[src/rtl/lnr_pkg.sv]
// shared constants, types and divider request and response structs for the layer normalization row core
package lnr_pkg;

    localparam int ROW_LEN = 64;
    localparam int ADDR_W  = (ROW_LEN > 1) ? $clog2(ROW_LEN) : 1;
    localparam int CNT_W   = $clog2(ROW_LEN + 1);

    localparam int DATA_W  = 16;
    localparam int SUM_W   = DATA_W + CNT_W - 1;
    localparam int S2_W    = 2 * DATA_W - 1 + CNT_W;
    localparam int MEM_W   = 3 * DATA_W;

    localparam int DIV_NW  = 63;
    localparam int DIV_DW  = CNT_W + S2_W;
    localparam int DIV_CW  = $clog2(DIV_NW + 1);

    localparam int CFG_IDX_W = 2;
    localparam logic [CFG_IDX_W-1:0] CFG_APPLY_SCALE  = 2'd0;
    localparam logic [CFG_IDX_W-1:0] CFG_APPLY_OFFSET = 2'd1;
    localparam logic [CFG_IDX_W-1:0] CFG_EPSILON      = 2'd2;

    typedef struct packed {
        logic              start;
        logic [DIV_NW-1:0] dividend;
        logic [DIV_DW-1:0] divisor;
    } lnr_div_req_t;

    typedef struct packed {
        logic              busy;
        logic              done;
        logic [DIV_NW-1:0] quotient;
    } lnr_div_rsp_t;

endpackage

[src/rtl/lnr_div.sv]
// restoring unsigned divider, one quotient bit per cycle
module lnr_div import lnr_pkg::*; (
    input  logic         aclk,
    input  logic         aresetn,
    input  lnr_div_req_t req,
    output lnr_div_rsp_t rsp
);

    logic [DIV_DW-1:0] rem_reg;
    logic [DIV_NW-1:0] quo_reg;
    logic [DIV_DW-1:0] dvs_reg;
    logic [DIV_CW-1:0] cnt_reg;
    logic              busy_reg;
    logic              done_reg;

    logic [DIV_DW:0]   shifted;
    logic              ge;
    logic [DIV_DW-1:0] rem_next;
    logic [DIV_NW-1:0] quo_next;

    always_comb begin
        shifted  = {rem_reg, quo_reg[DIV_NW-1]};
        ge       = (shifted >= {1'b0, dvs_reg});
        rem_next = ge ? DIV_DW'(shifted - {1'b0, dvs_reg}) : DIV_DW'(shifted);
        quo_next = {quo_reg[DIV_NW-2:0], ge};
    end

    always_ff @(posedge aclk) begin
        if (!aresetn) begin
            busy_reg <= 1'b0;
            done_reg <= 1'b0;
            cnt_reg  <= '0;
        end else begin
            done_reg <= 1'b0;
            if (req.start) begin
                rem_reg  <= '0;
                quo_reg  <= req.dividend;
                dvs_reg  <= req.divisor;
                cnt_reg  <= '0;
                busy_reg <= 1'b1;
            end else if (busy_reg) begin
                rem_reg <= rem_next;
                quo_reg <= quo_next;
                cnt_reg <= cnt_reg + 1'b1;
                if (cnt_reg == DIV_CW'(DIV_NW - 1)) begin
                    busy_reg <= 1'b0;
                    done_reg <= 1'b1;
                end
            end
        end
    end

    assign rsp.busy     = busy_reg;
    assign rsp.done     = done_reg;
    assign rsp.quotient = quo_reg;

endmodule

[config.mk]
export PLATFORM = sky130hd
export DESIGN_NAME = lnr_div
export DESIGN_NICKNAME = d
export VERILOG_FILES = /design/src/rtl/lnr_pkg.sv /design/src/rtl/lnr_div.sv
export SDC_FILE = /design/constraint.sdc
export NUM_CORES = 1
export LEC_CHECK = 0
export ABC_CLOCK_PERIOD_IN_PS = 9300
export BUFFER_PORTS_ARGS = -buffer_cell sky130_fd_sc_hd__buf_4
export CAP_MARGIN = 20
export CORE_MARGIN = 2
export CORE_UTILIZATION = 61
export DETAILED_ROUTE_END_ITERATION = 8
export GPL_TIMING_DRIVEN = 0
export PLACE_DENSITY = 0.87
export SLEW_MARGIN = 20
export SYNTH_ARGS = -nofsm -noshare
export SYNTH_HDL_FRONTEND = slang
export SYNTH_SLANG_ARGS = --single-unit
export TNS_END_PERCENT = 20
[constraint.sdc]
create_clock -name aclk -period 9.3 [get_ports aclk]
set_clock_uncertainty 0.05 [all_clocks]
set_input_delay 1.86 -clock aclk [delete_from_list [all_inputs] [get_ports aclk]]
set_output_delay 1.86 -clock aclk [all_outputs]
set_load 0.02 [all_outputs]
Word-level counts from Yosys, hierarchy flattened
Cells that the tools add are included.
{"block": "word_totals", "reg_bits": 161, "latchBits": 0, "ramBits": 0, "romBits": 0, "in_bits": 111, "output_inout_bits": 65, "wordCells": 25, "n_memories": 0}
{"block": "op_classes", "n_addsub": 2, "mul": 0, "div_mod_pow": 0, "magnitude_cmp": 1, "n_eq_ne": 1, "shift": 0, "n_mux": 8, "bitwise": 2, "reduce_logical": 5}
{"cell": "63-bit two-way mux", "count": 2}
{"cell": "45-bit two-way mux", "count": 2}
{"cell": "46-bit by 45-bit >= comparator with 1-bit output", "count": 1}
{"cell": "45-bit subtractor", "count": 1}
{"cell": "6-bit by 1-bit adder with 6-bit output, second input constant", "count": 1}
{"cell": "6-bit equality test, second input constant", "count": 1}
{"cell": "1-bit two-way mux", "count": 4}
{"cell": "2-bit AND reduction", "count": 2}
{"cell": "3-bit OR reduction", "count": 1}
{"cell": "1-bit NOT", "count": 2}
{"cell": "2-bit nonzero test", "count": 1}
{"cell": "2-bit OR reduction", "count": 1}

Logic depth before layout (Yosys ltp)
{"block": "logic_depth", "depth_word": 4, "depth_mapped": 15, "mapped_depth_nobuf": 13}

Worst setup path before layout
OpenSTA, ideal clock, no wires.
{"block": "synth_timing", "path_type": "in2reg", "startpoint": "input port req[108] in the netlist's numbering", "endpoint": "register quo_reg[0] (enable)", "setup_ns": 0.476, "arrival_ns": 4.880, "required_time_ns": 8.774, "setup_slack_ns": 3.893, "path_stages": 3, "n_path_buf": 2, "cell_sequence": "clkbuf_1 > clkbuf_1 > o21a_1"}
{"block": "synth_between", "elab_chain_cells": 2}
{"item": "start: declaration", "line_no": "lnr_div.sv:5", "rtl": "input lnr_div_req_t req,"}
{"item": "2-bit nonzero test (no line)"}
{"item": "2-bit AND reduction (no line)"}
{"item": "end signal: assignment", "line_no": "lnr_div.sv:37", "rtl": "quo_reg <= req.dividend;"}
{"item": "end signal: assignment", "line_no": "lnr_div.sv:43", "rtl": "quo_reg <= quo_next;"}
{"item": "end: declaration", "line_no": "lnr_div.sv:10", "rtl": "logic [DIV_NW-1:0] quo_reg;"}
Every way passes these cells.
A chain may end at the register's enable or synchronous reset.

Final worst setup path
{"block": "layout_timing", "startpoint": "input port req[108] in the netlist's numbering", "endpoint": "register rem_reg[39] (data pin)"}
{"item": "end signal: assignment", "line_no": "lnr_div.sv:42", "rtl": "rem_reg <= rem_next;"}
{"item": "end: declaration", "line_no": "lnr_div.sv:9", "rtl": "logic [DIV_DW-1:0] rem_reg;"}
No word-level cell between the ends.

==> results by group <==
Placement
  – Port-buffer cells: 174
  – GP Congestion: 0.934
  – Hpwl dp: 16600 um
  – Placed cell area: 0.0108 mm^2

Synthesis
  – EDFF count, synth: between 150 and 200
  – Yosys top cell area share: 50.1%
  – Top_reg_cell synth: edfxtp_1
  – Seq/Total Area, Yosys: 51.9%
  – Cells after synthesis: 799
  – Most frequent cells after synthesis: edfxtp_1 (153), nor2_1 (70), inv_1 (63), mux2_2 (63)
  – Synth unique cells: slightly above 60
  – Largest cells by area after synthesis: edfxtp_1 (50%), mux2_2 (7.7%), ha_1 (6.4%), mux2i_1 (3.1%), nor2_1 (2.9%)
  – Async SR Flop Fraction: 0%
  – Syn Nets: about 960
  – Syn avg cell area: 11.5 um^2
  – Ys Warns: 0
  – #FFs+latches synth: 161
  – Count leader, synth: edfxtp_1
  – Mapped Area: 0.00917 mm^2
  – Post-synth top area cell: edfxtp_1

Setup path
  – Critical-path maximum fanout: 10
  – CP cell instances: clkbuf_1 > clkbuf_1 > clkbuf_1 > clkbuf_1 > nor2_1
  – Critical path's slowest cell: clkbuf_1
  – CP Data Required Time: 9400 ps
  – Critical path arrival: 4070 ps
  – Top delay family on crit path: buffers and inverters
  – Critical path buffer and inverter count: 4
  – Critical Path Source Type: input pin
  – Crit path kind: input pin to flip-flop
  – Critical Path Max Stage Delay: 590 ps
  – Worst setup EP type: flip-flop
  – Most used cell along the critical path: clkbuf_1

Timing
  – Least-Margin Pin Slew: 685 ps
  – Minimum clock period: 3960 ps
  – Endpoints failing setup: 0
  – Final hold violations: 0
  – F_max: 252 MHz
  – Slew margin rel.: 54.4%
  – Unrepaired setup endpoints after global routing: false
  – Period utilisation layout: 42.6%
  – Slew Viols, Final: 0
  – Setup TNS: 0 ps

Floorplanning
  – Die W: 127 um
  – Site Rows: 44
  – Die ar.: 0.0160 mm^2
  – Core Region: around 0.015 mm^2
  – Starting density of the core: 62.8%
  – Die height: 127 um
  – I/O pin count: between 150 and 200

Clock tree
  – Hold buffer count at CTS: 0
  – H-tree levels: 4
  – Worst-Skew Late Latency: 430 ps
  – CTS Sinks: between 150 and 200
  – CTS tree: built
  – Number of gates resized after cts: 0
  – CTS clk-pin slew, worst paths: approximately 70 ps
  – CTS Root Cell: clkbuf_16
  – Setup bufs post-CTS: 0
  – CTS Buf Count: 17
  – CTS max path bufs: 2

Layout
  – Antenna cells: 0
  – Share of cells above drive strength 1: between 20% and 30%
  – Finished layout cell area: ~0.011 mm^2
  – Max reg flops: 63
  – Final #Nets: 1154
  – Post-layout util: between 70 and 80%
  – Area Overhead vs Synth: 23.6%

Drt
  – Via/cell ratio: 5.91
  – Initial drt markers: 570
  – Initial DRT Pass Iterations: 5
  – Final wirelength: roughly 23000 um
  – Routed Antenna Nets: 0
  – Vias post-DR: slightly above 7000
  – Drt drc: 0
  – Drt wl/cell: 19.5 um

Global routing
  – Number of global-route vias before repair: 7144
  – Initial antenna violation count: 0
  – Global-route wire length before repair: 36500 um
  – GRT Util Overall: 29.2%
  – Pin count of the biggest net entering global routing: 39
  – Gr ovfl total: 0

Run
  – Max-capacitance violation count: 0

Run status
  – Status: finished clean

Pwr
  – Maximum vdd ir drop: 152 uV
  – Power Dens Cells: 189 mW/mm^2
  – LEAKAGE: 0.00478 uW

Hold path
  – Hold WC Path Type: flip-flop to flip-flop
## through the flow
step / instances / hold WS (ps) / setup WS, ps / power, uW
detailed placement: 1160 / 438 / 4900 / 1480
floorplan: 799 / 408 / 3890 / 1310
global route: 1192 / 493 / 5170 / 2240
CTS: 1192 / 449 / 5310 / 2150
global placement: 1157 / 424 / 2330 / 1460
finish: 1192 / 449 / 5340 / 2150
## routing by layer
layer  global-route usage [%]  wire, um  vias to the layer above  part of all wire, %
li1                         -         -                     3352                    -
met3                     9.78      1740                       42                  7.5
met1                     33.6      9030                     3368                   39
met5                        0         0                        -                    0
met4                     9.50       568                        0                  2.4
met2                     51.4     11900                      277                   51
## final timing paths
path / from / endpoint / slack (ps) / cells past startpoint
hold reg to reg: cnt_reg[5] / cnt_reg[5] / 450 / 2
setup reg to reg: quo_reg[62] / rem_reg[21] / 5470 / 14
hold / removal: cnt_reg[5] / cnt_reg[5] / 450 / 2
setup / recovery: req[108] / rem_reg[39] / 5340 / 5
## worst reg2reg max path, delay by kind of cell, from the launching register on
kind | cells | cell delay (ps)
AO/OA/AOI/OAI | 7 | 1890
adder cells (fa/ha/maj) | 2 | 580
buffers and inverters | 4 | 520
flip-flops | 1 | 410
AND/OR/NAND/NOR | 1 | 150
## logic make-up after synthesis
family / Yosys count / share of synthesized area (%)
compound gates: 171 / 12.8
xor+xnor: 42 / 4.01
fa+ha+maj: 48 / 6.63
buf+inv: 100 / 4.46
flops: 161 / 51.9
mux: 91 / 10.8
simple gates: 186 / 9.44
## power by group
group	leakage (uW)	internal, uW	switching (uW)	total [uW]
logic	0.00298	251	328	579
registers	0.00153	870	30.4	900
clock network	0.000268	350	317	667
## layout by cell type, fill, tap and decap left out, types with 13 or more instances in the layout
cell,count
mux2i_1,28
clkbuf_16,17
clkbuf_1,29
nand3_1,17
a21oi_1,47
ha_1,47
edfxtp_1,153
o21ai_0,26
buf_4,176
nor2_1,70
inv_1,63
a211oi_1,13
mux2_2,63
xnor2_1,24
xor2_1,18
a21o_1,20
nand4_1,17
nand2_1,39
## cell type report
class	instances	area, um^2
plain buffers	37	173
fillers	921	3260
clock inverters	15	124
flip-flops and latches	161	4750
clock buffers	17	425
repair buffers	177	1370
inverters	63	236
multi-input cells	538	4010
well taps	184	230
Power figures use the tool's default switching activity.
